$ cat src/cft_pkg.sv
`timescale 1ns / 1ps
// ---------------------------------------------------------------------------
// cft_pkg
// Shared types, codes and helpers of the CSV field tokenizer.
// ---------------------------------------------------------------------------
package cft_pkg;

  // Default maximum length of a held whitespace run
  localparam int DEFAULT_MAX_WS_RUN = 16;

  // Character codes
  localparam logic [7:0] QUOTE_CHAR = 8'd34;
  localparam logic [7:0] SEP_RESET  = 8'd59;

  // Request types
  localparam logic REQ_CHAR = 1'b0;
  localparam logic REQ_EOL  = 1'b1;

  // Result kinds
  localparam logic [1:0] KIND_CHAR      = 2'd0;
  localparam logic [1:0] KIND_FIELD_END = 2'd1;
  localparam logic [1:0] KIND_INVALID   = 2'd2;
  localparam logic [1:0] KIND_LINE_END  = 2'd3;

  // Controller states
  typedef enum logic [1:0] {
    ST_IDLE,
    ST_FLUSH,
    ST_FINAL
  } ctrl_state_t;

  // Source of the output register load
  typedef enum logic [1:0] {
    OSEL_FIN,
    OSEL_WS,
    OSEL_FE
  } out_sel_t;

  // Controller -> datapath
  typedef struct packed {
    logic     use_hold;
    logic     hold_load;
    logic     commit;
    logic     rd_first;
    logic     rd_next;
    logic     out_load;
    out_sel_t out_sel;
    logic     out_last;
  } cft_cmd_t;

  // Datapath -> controller
  typedef struct packed {
    logic flush_needed;
    logic pre_fe;
    logic fin_valid;
    logic flush_last;
    logic out_free;
  } cft_status_t;

  // Whitespace: tab, LF, VT, FF, CR and space
  function automatic logic is_ws(input logic [7:0] c);
    return (c == 8'd32) || (c >= 8'd9 && c <= 8'd13);
  endfunction

endpackage

$ cat src/csv_field_tokenizer.sv
`timescale 1ns / 1ps
// ---------------------------------------------------------------------------
// csv_field_tokenizer
// Splits a text line into fields, one character request at a time.
// ---------------------------------------------------------------------------
// A request carries one character or an end of line. Most requests give at
// most one result and are taken one per cycle while the output register is
// free; a single output register lies between the two sides. A character
// other than whitespace and the separator that follows a held whitespace run
// inside a started field replays the run first: such a request starts the
// store read, gives one result per held byte and then its own result, if it
// has one, as the whitespace store has a single registered read port. An end
// of line that closes a started field gives two results (field end, then line
// end). An output stall holds each step.
// The separator register may be written only while no request is in flight.
// ---------------------------------------------------------------------------
module csv_field_tokenizer
  import cft_pkg::*;
#(
  parameter int MAX_WHITESPACE_RUN = DEFAULT_MAX_WS_RUN
) (
  input  logic       clk,
  input  logic       rst,
  input  logic       cfg_we,
  input  logic [7:0] cfg_data,
  input  logic       in_valid,
  output logic       in_stall,
  input  logic       req_type,
  input  logic [7:0] ch,
  output logic       out_valid,
  input  logic       out_stall,
  output logic [1:0] kind,
  output logic [7:0] ch_res,
  output logic       last
);

  cft_cmd_t    cmd;
  cft_status_t status;

  // Sequencer
  cft_ctrl u_ctrl (
    .clk      (clk),
    .rst      (rst),
    .in_valid (in_valid),
    .in_stall (in_stall),
    .status   (status),
    .cmd      (cmd)
  );

  // Line state, whitespace store and output register
  cft_datapath #(
    .MAX_WHITESPACE_RUN (MAX_WHITESPACE_RUN)
  ) u_datapath (
    .clk       (clk),
    .rst       (rst),
    .cfg_we    (cfg_we),
    .cfg_data  (cfg_data),
    .req_type  (req_type),
    .ch        (ch),
    .out_valid (out_valid),
    .out_stall (out_stall),
    .kind      (kind),
    .ch_res    (ch_res),
    .last      (last),
    .cmd       (cmd),
    .status    (status)
  );

endmodule

$ cat src/cft_ctrl.sv
`timescale 1ns / 1ps
// ---------------------------------------------------------------------------
// cft_ctrl
// Sequencer of the tokenizer: single-result requests, whitespace flush,
// and the trailing result after a flush or a field end.
// ---------------------------------------------------------------------------
module cft_ctrl
  import cft_pkg::*;
(
  input  logic        clk,
  input  logic        rst,
  input  logic        in_valid,
  output logic        in_stall,
  input  cft_status_t status,
  output cft_cmd_t    cmd
);

  ctrl_state_t state, state_next;

  // State register
  always_ff @(posedge clk) begin
    if (rst) begin
      state <= ST_IDLE;
    end else begin
      state <= state_next;
    end
  end

  // Next state
  always_comb begin
    state_next = state;
    case (state)
      ST_IDLE: begin
        if (in_valid && status.out_free) begin
          if (status.flush_needed) begin
            state_next = ST_FLUSH;
          end else if (status.pre_fe) begin
            state_next = ST_FINAL;
          end
        end
      end
      ST_FLUSH: begin
        if (status.out_free && status.flush_last) begin
          state_next = status.fin_valid ? ST_FINAL : ST_IDLE;
        end
      end
      ST_FINAL: begin
        if (status.out_free) begin
          state_next = ST_IDLE;
        end
      end
      default: state_next = ST_IDLE;
    endcase
  end

  // Outputs
  always_comb begin
    cmd      = '0;
    cmd.out_sel = OSEL_FIN;
    in_stall = 1'b1;
    case (state)
      ST_IDLE: begin
        in_stall = !status.out_free;
        if (in_valid && status.out_free) begin
          if (status.flush_needed) begin
            cmd.hold_load = 1'b1;
            cmd.rd_first  = 1'b1;
          end else if (status.pre_fe) begin
            cmd.hold_load = 1'b1;
            cmd.out_load  = 1'b1;
            cmd.out_sel   = OSEL_FE;
            cmd.out_last  = 1'b0;
          end else begin
            cmd.commit   = 1'b1;
            cmd.out_load = status.fin_valid;
            cmd.out_sel  = OSEL_FIN;
            cmd.out_last = 1'b1;
          end
        end
      end
      ST_FLUSH: begin
        cmd.use_hold = 1'b1;
        if (status.out_free) begin
          cmd.out_load = 1'b1;
          cmd.out_sel  = OSEL_WS;
          cmd.out_last = status.flush_last && !status.fin_valid;
          cmd.rd_next  = !status.flush_last;
          cmd.commit   = status.flush_last && !status.fin_valid;
        end
      end
      ST_FINAL: begin
        cmd.use_hold = 1'b1;
        if (status.out_free) begin
          cmd.out_load = 1'b1;
          cmd.out_sel  = OSEL_FIN;
          cmd.out_last = 1'b1;
          cmd.commit   = 1'b1;
        end
      end
      default: begin
        cmd = '0;
      end
    endcase
  end

  // The trailing result always exists when sequenced
  a_final_has_result: assert property (@(posedge clk) disable iff (rst)
    (state == ST_FINAL) |-> status.fin_valid)
    else $error("final state without a final result");

  // Flags stay put for the whole flush
  a_flush_holds: assert property (@(posedge clk) disable iff (rst)
    (state == ST_FLUSH) |-> status.flush_needed)
    else $error("flush state without a pending flush");

endmodule

$ cat src/cft_datapath.sv
`timescale 1ns / 1ps
// ---------------------------------------------------------------------------
// cft_datapath
// Line state, separator register, whitespace store, request decode and
// output register of the tokenizer.
// ---------------------------------------------------------------------------
module cft_datapath
  import cft_pkg::*;
#(
  parameter int MAX_WHITESPACE_RUN = DEFAULT_MAX_WS_RUN
) (
  input  logic        clk,
  input  logic        rst,
  input  logic        cfg_we,
  input  logic [7:0]  cfg_data,
  input  logic        req_type,
  input  logic [7:0]  ch,
  output logic        out_valid,
  input  logic        out_stall,
  output logic [1:0]  kind,
  output logic [7:0]  ch_res,
  output logic        last,
  input  cft_cmd_t    cmd,
  output cft_status_t status
);

  localparam int CW = $clog2(MAX_WHITESPACE_RUN + 1);
  localparam int IW = (MAX_WHITESPACE_RUN > 1) ? $clog2(MAX_WHITESPACE_RUN) : 1;
  localparam logic [CW-1:0] MAX_CNT = CW'(MAX_WHITESPACE_RUN);

  logic [7:0]    separator;
  logic          hold_type;
  logic [7:0]    hold_ch;
  logic          in_quotes, quote_odd, field_started, line_dropped;
  logic          in_quotes_next, quote_odd_next, field_started_next, line_dropped_next;
  logic [CW-1:0] pending_count, pending_count_next;
  logic [7:0]    pend_mem [MAX_WHITESPACE_RUN];
  logic [7:0]    rd_data;
  logic [IW-1:0] fidx;

  logic          src_type;
  logic [7:0]    src_ch;
  logic          ws_wr;
  logic          flush_needed, pre_fe, fin_valid;
  logic [1:0]    fin_kind;
  logic [7:0]    fin_ch;
  logic          out_free;

  // Separator register
  always_ff @(posedge clk) begin
    if (rst) begin
      separator <= SEP_RESET;
    end else if (cfg_we) begin
      separator <= cfg_data;
    end
  end

  // Request hold for multi-result requests
  always_ff @(posedge clk) begin
    if (cmd.hold_load) begin
      hold_type <= req_type;
      hold_ch   <= ch;
    end
  end

  assign src_type = cmd.use_hold ? hold_type : req_type;
  assign src_ch   = cmd.use_hold ? hold_ch : ch;

  // Request decode against the current line state
  always_comb begin
    logic sep_hit;
    logic qo_t;
    in_quotes_next     = in_quotes;
    quote_odd_next     = quote_odd;
    field_started_next = field_started;
    line_dropped_next  = line_dropped;
    pending_count_next = pending_count;
    ws_wr        = 1'b0;
    flush_needed = 1'b0;
    pre_fe       = 1'b0;
    fin_valid    = 1'b0;
    fin_kind     = KIND_CHAR;
    fin_ch       = 8'd0;
    sep_hit      = (src_ch == separator) && (!in_quotes || !quote_odd);
    qo_t         = in_quotes ? !quote_odd : quote_odd;
    if (src_type == REQ_EOL) begin
      pre_fe             = !line_dropped && field_started;
      fin_valid          = 1'b1;
      fin_kind           = KIND_LINE_END;
      in_quotes_next     = 1'b0;
      quote_odd_next     = 1'b0;
      field_started_next = 1'b0;
      line_dropped_next  = 1'b0;
      pending_count_next = '0;
    end else if (!line_dropped) begin
      if (is_ws(src_ch)) begin
        if (pending_count < MAX_CNT) begin
          ws_wr              = 1'b1;
          pending_count_next = pending_count + CW'(1);
        end
      end else begin
        pending_count_next = '0;
        flush_needed = (pending_count != '0) && field_started && !sep_hit;
        if (sep_hit) begin
          fin_valid          = 1'b1;
          fin_kind           = KIND_FIELD_END;
          in_quotes_next     = 1'b0;
          quote_odd_next     = 1'b0;
          field_started_next = 1'b0;
        end else if (src_ch == QUOTE_CHAR) begin
          if (!field_started && !in_quotes) begin
            // opening quote
            in_quotes_next = 1'b1;
            quote_odd_next = 1'b1;
          end else begin
            quote_odd_next = qo_t;
            if (!in_quotes || qo_t) begin
              fin_valid          = 1'b1;
              fin_ch             = src_ch;
              field_started_next = 1'b1;
            end
          end
        end else if (in_quotes && !quote_odd) begin
          // plain character after a closed quote
          fin_valid         = 1'b1;
          fin_kind          = KIND_INVALID;
          line_dropped_next = 1'b1;
        end else begin
          fin_valid          = 1'b1;
          fin_ch             = src_ch;
          field_started_next = 1'b1;
        end
      end
    end
  end

  // Line state
  always_ff @(posedge clk) begin
    if (rst) begin
      in_quotes     <= 1'b0;
      quote_odd     <= 1'b0;
      field_started <= 1'b0;
      line_dropped  <= 1'b0;
      pending_count <= '0;
    end else if (cmd.commit) begin
      in_quotes     <= in_quotes_next;
      quote_odd     <= quote_odd_next;
      field_started <= field_started_next;
      line_dropped  <= line_dropped_next;
      pending_count <= pending_count_next;
    end
  end

  // Whitespace store: one write port, one registered read port
  always_ff @(posedge clk) begin
    if (cmd.commit && ws_wr) begin
      pend_mem[pending_count[IW-1:0]] <= src_ch;
    end
  end

  always_ff @(posedge clk) begin
    if (cmd.rd_first) begin
      rd_data <= pend_mem[0];
    end else if (cmd.rd_next) begin
      rd_data <= pend_mem[fidx + IW'(1)];
    end
  end

  // Flush index
  always_ff @(posedge clk) begin
    if (cmd.rd_first) begin
      fidx <= '0;
    end else if (cmd.rd_next) begin
      fidx <= fidx + IW'(1);
    end
  end

  // Output register
  assign out_free = !out_valid || !out_stall;

  always_ff @(posedge clk) begin
    if (rst) begin
      out_valid <= 1'b0;
    end else if (cmd.out_load) begin
      out_valid <= 1'b1;
    end else if (!out_stall) begin
      out_valid <= 1'b0;
    end
  end

  always_ff @(posedge clk) begin
    if (cmd.out_load) begin
      last <= cmd.out_last;
      case (cmd.out_sel)
        OSEL_WS: begin
          kind   <= KIND_CHAR;
          ch_res <= rd_data;
        end
        OSEL_FE: begin
          kind   <= KIND_FIELD_END;
          ch_res <= 8'd0;
        end
        default: begin
          kind   <= fin_kind;
          ch_res <= fin_ch;
        end
      endcase
    end
  end

  // Status to the controller
  always_comb begin
    status.flush_needed = flush_needed;
    status.pre_fe       = pre_fe;
    status.fin_valid    = fin_valid;
    status.flush_last   = ((CW'(fidx) + CW'(1)) == pending_count);
    status.out_free     = out_free;
  end

  // A flush starts only with whitespace held inside a started field
  a_flush_start: assert property (@(posedge clk) disable iff (rst)
    cmd.rd_first |-> (pending_count != '0) && field_started)
    else $error("flush started with nothing to flush");

  // Held run never exceeds the store
  a_count_bound: assert property (@(posedge clk) disable iff (rst)
    pending_count <= MAX_CNT)
    else $error("whitespace count beyond store depth");

  // A waiting result is never overwritten
  a_no_overwrite: assert property (@(posedge clk) disable iff (rst)
    cmd.out_load |-> out_free)
    else $error("output register loaded while a result waits");

endmodule
$ cat config.mk
export PLATFORM = sky130hd
export DESIGN_NAME = csv_field_tokenizer
export DESIGN_NICKNAME = d
export VERILOG_FILES = /design/src/cft_pkg.sv /design/src/csv_field_tokenizer.sv /design/src/cft_ctrl.sv /design/src/cft_datapath.sv
export SDC_FILE = /design/constraint.sdc
export NUM_CORES = 1
export LEC_CHECK = 0
export BUFFER_PORTS_ARGS = -buffer_cell sky130_fd_sc_hd__buf_2
export CAP_MARGIN = 20
export CORE_MARGIN = 2
export CORE_UTILIZATION = 50
export DETAILED_ROUTE_END_ITERATION = 12
export MAX_ROUTING_LAYER = met4
export PLACE_DENSITY_LB_ADDON = 0.25
export SETUP_SLACK_MARGIN = 0.1
export SLEW_MARGIN = 5
export SYNTH_ARGS = -nofsm -noshare
export SYNTH_HDL_FRONTEND = slang
export SYNTH_SLANG_ARGS = --single-unit
$ cat constraint.sdc
create_clock -name clk -period 4.2 [get_ports clk]
set_input_delay 0.84 -clock clk [delete_from_list [all_inputs] [get_ports clk]]
set_output_delay 0.84 -clock clk [all_outputs]
set_load 0.01 [all_outputs]
; ---- Yosys cells after proc, flatten, opt, wreduce, memory -nomap -nowiden
; Memory sizes are Yosys's and may differ from the RTL's.
; Index checks and enable logic that the tools add are counted.
[classes]
n_addsub = 3
mul = 0
div_mod_pow = 0
order_cmp = 3
eq_ne = 19
shifts = 0
mux = 97
bitwise = 0
reduce_logical = 36
[op_table]
columns = operator, count
row1 = 2-to-1 mux 8 bit, 11
row2 = 2-to-1 mux 1 bit, 59
row3 = 2-to-1 mux 5 bit, 5
row4 = 2-to-1 mux 2 bit, 12
row5 = "== test 8 x 6 -> 1 bit, second input constant", 2
row6 = 2-to-1 mux 4 bit, 4
row7 = one-hot mux 8 bit (2 select lines), 1
row8 = one-hot mux 4 bit (3 select lines), 1
row9 = logical AND 1 bit, 11
row10 = zero test 1 bit, 10
row11 = "inequality test 2 x 1 -> 1 bit, second input constant", 5
row12 = == test 8 bit, 1
row13 = "greater-or-equal comparator 8 x 4 -> 1 bit, second input constant", 1
row14 = "less-or-equal comparator 8 x 4 -> 1 bit, second input constant", 1
row15 = "inequality test 4 x 2 -> 1 bit, second input constant", 2
row16 = AND reduction 4 bit, 2
row17 = one-hot mux 2 bit (3 select lines), 1
row18 = AND reduction 6 bit, 1
row19 = nonzero test 3 bit, 2
row20 = "adder 4 x 1 -> 5 bit, second input constant", 1
row21 = "adder 5 x 1 -> 5 bit, second input constant", 1
row22 = == test 5 bit, 1
row23 = "less-than comparator 5 bit, second input constant", 1
row24 = AND reduction 5 bit, 1
row25 = 16 further kinds, 21
[totals]
reg_bits = 52
latch_bits = 0
ram_bits = 128
romBits = 0
in_bits = 22
output_inout_bits = 13
word_cells = 174
n_memories = 1
[mem_list]
columns = memory, words, word_bits, rd, rd_clocked_by_memory_dff, write_ports, line
row1 = u_datapath.pend_mem, 16, 8, 2, 0, 1, cft_datapath.sv:37  ; logic [7:0] pend_mem [MAX_WHITESPACE_RUN];

; ---- Logic depth before layout (Yosys ltp)
; Gate-level depths: netlist (run 1).
[logic_depth]
ltp_word = 17
ltp_mapped = 14
ltp_nobuf = 12

; ---- By module
; A second synthesis (run 1) with hierarchy kept.
[hier_totals]
cells_unflattened = 467
area_unflattened_um2 = 7873.8
[modules_own_cells]
columns = module, n_inst, cells_per_inst, area_per_inst_um2, seq_area_each_um2
row1 = cft_datapath, 1, 427, 7574.8, 5124.9
row2 = cft_ctrl, 1, 40, 299.0, 40.0

; ---- Worst setup path before layout (run 1)
; Ideal clock, no wire load.
[synth_path]
kind = input to register
from = input port ch[7]
to = memory u_datapath.pend_mem[11][0] (enable)
arrival_ns = 3.745
required_time_ns = 3.805
slack_ns = 0.060
path_stages = 8
path_buffers = 1
path_cell_list = or4_4 > a211oi_2 > o211ai_1 > a311o_1 > a211o_1 > a31o_1 > clkbuf_1 > nor4_1
[synth_between]
elab_chain_len = 14
[synth_lines]
columns = element, line
row1 = "start, declared", csv_field_tokenizer.sv:29  ; input logic [7:0] ch,
row2 = 2-to-1 mux 8 bit *, cft_datapath.sv:67  ; assign src_ch = cmd.use_hold ? hold_ch : ch;
row3 = "greater-or-equal comparator 8 x 4 -> 1 bit, or another cell as far along", cft_pkg.sv:62  ; return (c == 8'd32) || (c >= 8'd9 && c <= 8'd13);
row4 = "logical AND 1 bit, or another cell as far along", cft_pkg.sv:62
row5 = "logical OR 1 bit, or another cell as far along", cft_pkg.sv:62
row6 = 2-to-1 mux 1 bit / logical AND 1 bit (equally long branches), "cft_datapath.sv:96, cft_datapath.sv:103"
row7 = 2-to-1 mux 1 bit (on tied branches), "cft_datapath.sv:95, cft_datapath.sv:96"
row8 = 2-to-1 mux 1 bit (on tied branches), "cft_datapath.sv:86, cft_datapath.sv:95"
row9 = zero test 1 bit / 2-to-1 mux 1 bit (equally long branches), "cft_ctrl.sv:88, cft_datapath.sv:86"
row10 = logical AND 1 bit / 2-to-1 mux 1 bit (equally long branches), "cft_ctrl.sv:88, cft_ctrl.sv:65"
row11 = 2-to-1 mux 1 bit / 2-to-1 mux 3 bit (equally long branches), "cft_ctrl.sv:83, cft_ctrl.sv:64"
row12 = one-hot mux 1 bit (3 select lines), cft_ctrl.sv:61  ; case (state)
row13 = logical AND 1 bit *, cft_datapath.sv:156  ; if (cmd.commit && ws_wr) begin
row14 = 2-to-1 mux 1 bit *, cft_datapath.sv:156
row15 = 2-to-1 mux 1 bit (implied by the code) *, cft_datapath.sv:157  ; pend_mem[pending_count[IW-1:0]] <= src_ch;
row16 = "end, declared", cft_datapath.sv:37
; Every way passes the cells marked *; elsewhere a longest branch is shown, timed or not.

; ---- Worst setup path after layout (run 1)
[layout_path]
from = register u_ctrl.state[1]
to = memory u_datapath.pend_mem[15][7] (enable)
[layout_between]
elab_chain_len = 17
[layout_lines]
columns = element, line
row1 = "start, declared", cft_ctrl.sv:18  ; ctrl_state_t state, state_next;
row2 = "start signal, assigned", cft_ctrl.sv:25  ; state <= state_next;
row3 = == test 2 x 1 -> 1 bit / == test 2 bit (equally long branches), cft_ctrl.sv:61
row4 = OR reduction 2 bit (no source line), n/a
row5 = 2-to-1 mux 1 bit, cft_ctrl.sv:61
row6 = 2-to-1 mux 8 bit, cft_datapath.sv:67
row7 = "greater-or-equal comparator 8 x 4 -> 1 bit, or another cell as far along", cft_pkg.sv:62
row8 = "logical AND 1 bit, or another cell as far along", cft_pkg.sv:62
row9 = "logical OR 1 bit, or another cell as far along", cft_pkg.sv:62
row10 = 2-to-1 mux 1 bit / logical AND 1 bit (equally long branches), "cft_datapath.sv:96, cft_datapath.sv:103"
row11 = 2-to-1 mux 1 bit (on tied branches), "cft_datapath.sv:95, cft_datapath.sv:96"
row12 = 2-to-1 mux 1 bit (on tied branches), "cft_datapath.sv:86, cft_datapath.sv:95"
row13 = zero test 1 bit / 2-to-1 mux 1 bit (equally long branches), "cft_ctrl.sv:88, cft_datapath.sv:86"
row14 = logical AND 1 bit / 2-to-1 mux 1 bit (equally long branches), "cft_ctrl.sv:88, cft_ctrl.sv:65"
row15 = 2-to-1 mux 1 bit / 2-to-1 mux 3 bit (equally long branches), "cft_ctrl.sv:83, cft_ctrl.sv:64"
row16 = one-hot mux 1 bit (3 select lines), cft_ctrl.sv:61
row17 = logical AND 1 bit *, cft_datapath.sv:156
row18 = 2-to-1 mux 1 bit *, cft_datapath.sv:156
row19 = 2-to-1 mux 1 bit (implied by the code) *, cft_datapath.sv:157
; Marks and branches as above.

==> results.toml, run 1 <==
[run_status]
status = "finished, final reports clean"

[detailed_routing]
drc = 0
ant_nets = 0
drt_wl_total_um = 18000
drt-pass1-iter-count = 5
drtIter0Drc = 497
avgViaCountPerCell = 5.79
vias = 5007
wire_per_inst_um = 20.8

[cts]
cts_setup_buffers = 0
clock_latency_ns = 0.44
htree_levels = 4
cts.sinks = 180
cts_tree = "done"
hold_buffers = 0
root_buffer = "clkbuf_16"
cts_buffers = 17
cts_buffer_depth = 2
clk_pin_slew_ns = 0.07

[logic_synthesis]
netlist_top_cells_area = "edfxtp_1 (59%), mux4_2 (9.1%), dfxtp_1 (6.0%), nand2_1 (3.5%), ha_1 (2.0%)"
synth-xor-area-share_pct = 1.98
yosys_warnings = 0
yosys_most_used_dff = "edfxtp_1"
synthMuxAreaShare_pct = 11.0
syn_area_per_cell_um2 = 13.8
synth_fa_ha_area_share_pct = 2.05
synthArstFlopShare_pct = 0
synth_seq_area_share_pct = 65.0
synth_top_family_by_area = "simple AND/OR/NAND/NOR gates"
synth_top_area_share_pct = 58.9
synth_nets = 611
yosys.area.top_type = "edfxtp_1"
synthSimpleGateAreaFrac_pct = 11.2
ys_seq_elements = 180
synth_area_um2 = 7950
synth_compound_area_share_pct = 6.44
synth_edf_count = 156
syn_inst = 576
ys_types = 56
synth_common_cells = "edfxtp_1 (156), nand2_1 (75), nor2_1 (38), mux4_2 (32), nand3_1 (32)"
synth_most_common_cell = "edfxtp_1"

[power_and_ir_drop]
ir_worst_vdd_mv = 0.283
power.density_nw_per_um2 = 422
p_leak_nw = 3.13
power_mw = 3.85

[worst_setup_path]
crit_fanout = 19
setup.worst_path.end_class = "register"
reg2reg_to = "u_datapath.pend_mem[15][7]$_DFFE_PP_"
crit_type = "register to register"
reg2reg_slack_ns = 0.27
r2r_cells = 10
startpoint_type = "register"
crit_arrival_ns = 4.08
cp_data_required_time_ns = 4.35
timing.rr.start = "u_ctrl.state[1]$_SDFFE_PP0P_"

[timing]
drv_slew = 0
finalCritPeriodShare_pct = 93.5
tightestPinTransition_ns = 1.01
fin_skew_ns = 0.00962
min_period_ns = 3.93
finalHoldViolCount = 0
relSlewSlack_pct = 32.9
rsz0062_at_grt = "no"
final-setup-viol-count = 0
clock.fmax_mhz = 255
setup_tns_ns = 0

[min_path]
min_from = "u_datapath.quote_odd$_SDFFE_PP0P_"
hp-class = "register to register"
hold_path_end = "u_datapath.quote_odd$_SDFFE_PP0P_"
holdPathStages = 2

[floorplanning]
start_util_pct = 50.6
pin_count = 35
rows = 46
fp.dieH_um = 130
core_area_um2 = 15700
dieArea_um2 = 16900
dieWidth_um = 130

[global_routing]
grt_max_degree = 35
grt.busiest_layer = "met2"
met3_usage_pct = 4.39
grt_pass1_wl_um = 27400
grt_pass1_vias = 4803
met1_usage_pct = 32.3
antenna_found_initial = 0
gr-usage-all-layers_pct = 22.9
use_met2_pct = 34.0
gr-total-overflow = 0

[placement]
portBuffers = 34
dp_hpwl_um = 12300
placed_cells = 830
gp_congestion = 0.934

[cells_and_area]
final_nets = 671
final-seq-area_um2 = 5170
final_core_util_pct = 58.1
nFillCells = 1235
layout-drive-gt1-share_pct = 22.2
final_cells = 865
diodes = 0
multi_input_area_um2 = 2620
area_delta_synth_final_pct = 14.9

[run]
cap_violations = 0
## layer usage
| metal | up-vias | part of all wire (%) |
|---|---|---|
| met5 | - | 0 |
| met4 | 0 | 1.6 |
| met3 | 26 | 6.6 |
| met2 | 209 | 46 |
| met1 | 2483 | 46 |
| li1 | 2289 | - |
## area by class of cell
class | instances | area share [%]
Timing Repair Buffer | 70 | 4.82
Inverter | 19 | 0.781
Tap cell | 216 | 2.96
Multi-Input combinational cell | 348 | 28.7
Clock buffer | 18 | 4.70
Sequential cell | 180 | 56.6
Clock inverter | 14 | 1.48
## worst max-delay path, stage by stage, from the launching register on
cell and delay (ns):
dfxtp_1 0.41, inv_1 0.12, ha_4 0.40, or4b_1 0.54, a211oi_2 0.24, o211ai_1 0.18, a311o_1 0.38, a211o_1 0.32
a31o_1 0.42, nor4_1 0.39, buf_4 0.23
## stage by stage
stage               hold WS, ns  cell area (um2)  setup slack, ns
finish                    0.509             9130            0.273
global route              0.543             9130            0.180
CTS                       0.504             9080            0.172
detailed placement        0.494             8520           0.0660
global placement          0.491             8520            0.253
floorplan                 0.461             7950           0.0599
## cells by family (layout without fill, tap and decap cells)
kind of cell,count (synthesis),in the layout
AND/OR/NAND/NOR,190,190
flip-flops,180,180
AO/OA/AOI/OAI,80,80
buffers and inverters,48,121
multiplexers,47,47
XOR/XNOR,18,18
adder cells (fa/ha/maj),13,13
## where the power goes
part	switching [mW]	leakage, nW	internal [mW]
logic	0.209	1.25	0.107
clock network	0.733	0.275	0.786
registers	0.0158	1.61	2.00
## state kept, by name, summed over array words and instances (netlist names)
register	cells
u_datapath.hold_type	1
u_ctrl.state	2
u_datapath.last	1
u_datapath.kind	2
u_datapath.in_quotes	1
u_datapath.hold_ch	8
u_datapath.pend_mem	128
u_datapath.fidx	4
u_datapath.out_valid	1
u_datapath.line_dropped	1
u_datapath.quote_odd	1
u_datapath.rd_data	8
u_datapath.separator	8
u_datapath.ch_res	8
u_datapath.pending_count	5
u_datapath.field_started	1
## what timing repair did
| action | in CTS | in global routing |
|---|---|---|
| pin swaps | 0 | 0 |
| endpoints found under the setup margin | 32 | 89 |
| resized for setup | 1 | 4 |
## cell usage in the layout, fill, tap and decap left out, types with 2 or more instances in the layout
cell,Yosys,final
a211o_1,7,7
a211oi_1,4,4
a21oi_1,17,17
a311o_1,2,2
and2_1,3,3
buf_2,3,34
buf_4,0,36
clkbuf_16,0,17
clkinv_8,0,2
dfxtp_1,24,23
edfxtp_1,156,156
ha_1,13,12
inv_1,19,19
inv_6,0,5
inv_8,0,3
mux2i_1,14,12
mux2i_2,0,2
mux4_2,32,32
nand2_1,75,75
nand2b_1,6,6
nand3_1,32,32
nand4_1,4,4
nor2_1,38,38
nor2b_1,8,8
nor3_1,5,4
nor3b_1,3,3
nor4_1,4,4
o211ai_1,2,2
o21ai_0,31,31
or3_1,2,2
or4_1,2,2
xnor2_1,12,12
xor2_1,6,6
## how the worst max path moves through the flow
stage	from	end	slack (ns)
detailed placement	u_ctrl.state[1]$_SDFFE_PP0P_	u_datapath.pend_mem[15][4]$_DFFE_PP_	0.07
global placement	u_ctrl.state[0]$_SDFFE_PP0P_	u_datapath.pend_mem[11][6]$_DFFE_PP_	0.25
floorplan	ch[7]	u_datapath.pend_mem[11][0]$_DFFE_PP_	0.06
CTS	u_ctrl.state[1]$_SDFFE_PP0P_	u_datapath.pend_mem[15][7]$_DFFE_PP_	0.17
global route	u_ctrl.state[1]$_SDFFE_PP0P_	u_datapath.pend_mem[7][0]$_DFFE_PP_	0.18
finish	u_ctrl.state[1]$_SDFFE_PP0P_	u_datapath.pend_mem[15][7]$_DFFE_PP_	0.27
Power figures use the tool's default switching activity.
==> inputs of run 2 (changes only) <==
- CTS_BUF_LIST: unset -> sky130_fd_sc_hd__clkbuf_8
==> run 2 against run 1 <==
Die area stayed put. Count of clock-buffer cells in the layout shrank 1. Non-clock buffer count unchanged. Flip-flop and latch count stayed put. Sequential power barely moved. Highest routed layer unchanged. Cell count is the same. Clock skew increased by 0.0060 ns. Via count down 0.22%. Sequential share of layout area grew 1.2 points.
==> results.toml, run 2 (synthesis gave the netlist of run 1 again) <==
[cts]
clock_latency_ns = 0.48
root_buffer = "clkbuf_8"
cts.sinks = 180
htree_levels = 4
cts_buffer_depth = 2
cts_buffers = 17
cts_tree = "done"
hold_buffers = 0
clk_pin_slew_ns = 0.10

[global_routing]
gr-total-overflow = 0
grt_pass1_wl_um = 27200
grt_pass1_vias = 4802
gr-usage-all-layers_pct = 22.8
antenna_found_initial = 0
grt_max_degree = 35

[placement]
placed_cells = 830
portBuffers = 34
dp_hpwl_um = 12300
gp_congestion = 0.934

[worst_setup_path]
timing.rr.start = "u_ctrl.state[1]$_SDFFE_PP0P_"
cp_data_required_time_ns = 4.39
worstPathCellList = "inv_1 -> ha_4 -> or4b_1 -> a211oi_2 -> o211ai_1 -> a311o_1 -> a211o_1 -> a31o_1 -> nor4_1 -> buf_4"
crit_slowest_cell = "or4b_1"
critPathCapture = "u_datapath.pend_mem[15][1]$_DFFE_PP_"
reg2reg_slack_ns = 0.29
setup.worst_path.end_class = "register"
crit_type = "register to register"
cpPeakStageDelay_ns = 0.54
r2r_cells = 10
reg2reg_to = "u_datapath.pend_mem[15][1]$_DFFE_PP_"
crit_arrival_ns = 4.11
startpoint_type = "register"
crit_start = "u_ctrl.state[1]$_SDFFE_PP0P_"
crit_fanout = 19

[min_path]
hp-class = "register to register"

[floorplanning]
fp.dieH_um = 130
dieArea_um2 = 16900
dieWidth_um = 130
core_area_um2 = 15700
start_util_pct = 50.6
rows = 46
pin_count = 35

[timing]
relSlewSlack_pct = 35.8
rsz0062_at_grt = "no"
clock.fmax_mhz = 255
drv_slew = 0
finalHoldViolCount = 0
hold_ws_ns = 0.512
setup_tns_ns = 0
fin_skew_ns = 0.0157
final-setup-viol-count = 0
min_period_ns = 3.91
finalCritPeriodShare_pct = 93.2
tightestPinTransition_ns = 0.963

[detailed_routing]
drtIter0Drc = 543
drc = 0
avgViaCountPerCell = 5.78
drt_wl_total_um = 17900
ant_nets = 0
drt-pass1-iter-count = 6
wire_per_inst_um = 20.7
vias = 4996

[run]
cap_violations = 0

[cells_and_area]
final_cell_mix = "edfxtp_1 (156), nand2_1 (75), nor2_1 (38)"
final_nets = 671
diodes = 0
layout-drive-gt1-share_pct = 22.2
area_delta_synth_final_pct = 12.5
largest_reg_flops = 128
final_cells = 865
mostFrequentLayoutCell = "edfxtp_1"

[power_and_ir_drop]
p_leak_nw = 3.05
power.density_nw_per_um2 = 385
ir_worst_vdd_mv = 0.202

[run_status]
status = "finished, final reports clean"
[run 2: critical path: cells and delay by family, from the launching register on]
| family | cells | cell delay [ns] |
|---|---|---|
| compound gates | 5 | 1.52 |
| fa+ha+maj | 1 | 0.40 |
| buf+inv | 2 | 0.35 |
| flops | 1 | 0.42 |
| simple gates | 2 | 0.93 |
[run 2: through the flow]
| step | worst slack (ns) | area, um2 | power (mW) | utilization, % |
|---|---|---|---|---|
| floorplan | 0.0599 | 7950 | 2.23 | - |
| global placement | 0.253 | 8520 | 2.35 | 54.2 |
| detailed placement | 0.0660 | 8520 | 2.36 | 54.2 |
| CTS | 0.174 | 8890 | 3.46 | 56.6 |
| global route | 0.173 | 8940 | 3.57 | 56.9 |
| finish | 0.285 | 8940 | 3.44 | 56.9 |
[run 2: per-layer routing]
layer	global-route usage, %	part of all wire (%)	vias up
li1	-	-	2287
met1	32.2	46	2480
met2	33.7	46	206
met3	5.08	6.6	23
met4	6.58	1.4	0
met5	-	0	-
[run 2: worst min path at each step]
stage                                                from                                     to  slack [ns]  cells after the start
finish                  u_datapath.quote_odd$_SDFFE_PP0P_      u_datapath.quote_odd$_SDFFE_PP0P_        0.51                      2
CTS                     u_datapath.quote_odd$_SDFFE_PP0P_      u_datapath.quote_odd$_SDFFE_PP0P_        0.51                      2
detailed placement      u_datapath.quote_odd$_SDFFE_PP0P_      u_datapath.quote_odd$_SDFFE_PP0P_        0.49                      2
global placement    u_datapath.field_started$_SDFFE_PP0P_  u_datapath.field_started$_SDFFE_PP0P_        0.49                      2
floorplan               u_datapath.quote_odd$_SDFFE_PP0P_      u_datapath.quote_odd$_SDFFE_PP0P_        0.46                      2
global route            u_datapath.quote_odd$_SDFFE_PP0P_      u_datapath.quote_odd$_SDFFE_PP0P_        0.55                      2
[run 2: what timing repair did]
item                                   4_1_cts  5_1_grt
setup endpoints to repair                   32       89
endpoints found under the hold margin        0        0
resized for setup                            1        4
pin swaps                                    0        0
setup buffers                                0        0
cloned                                       0        0
[run 2: cell type report]
class / instances / area, um2
clock buffer: 17 / 234
clock inverter: 15 / 139
fill: 1255 / 6770
inverter: 19 / 71.3
multi-input combinational: 348 / 2620
sequential: 180 / 5170
tap: 216 / 270
timing repair buffer: 70 / 440
[run 2: power by group]
| group | switching, mW | internal, mW |
|---|---|---|
| logic | 0.207 | 0.107 |
| registers | 0.0158 | 2.00 |
| clock network | 0.681 | 0.435 |
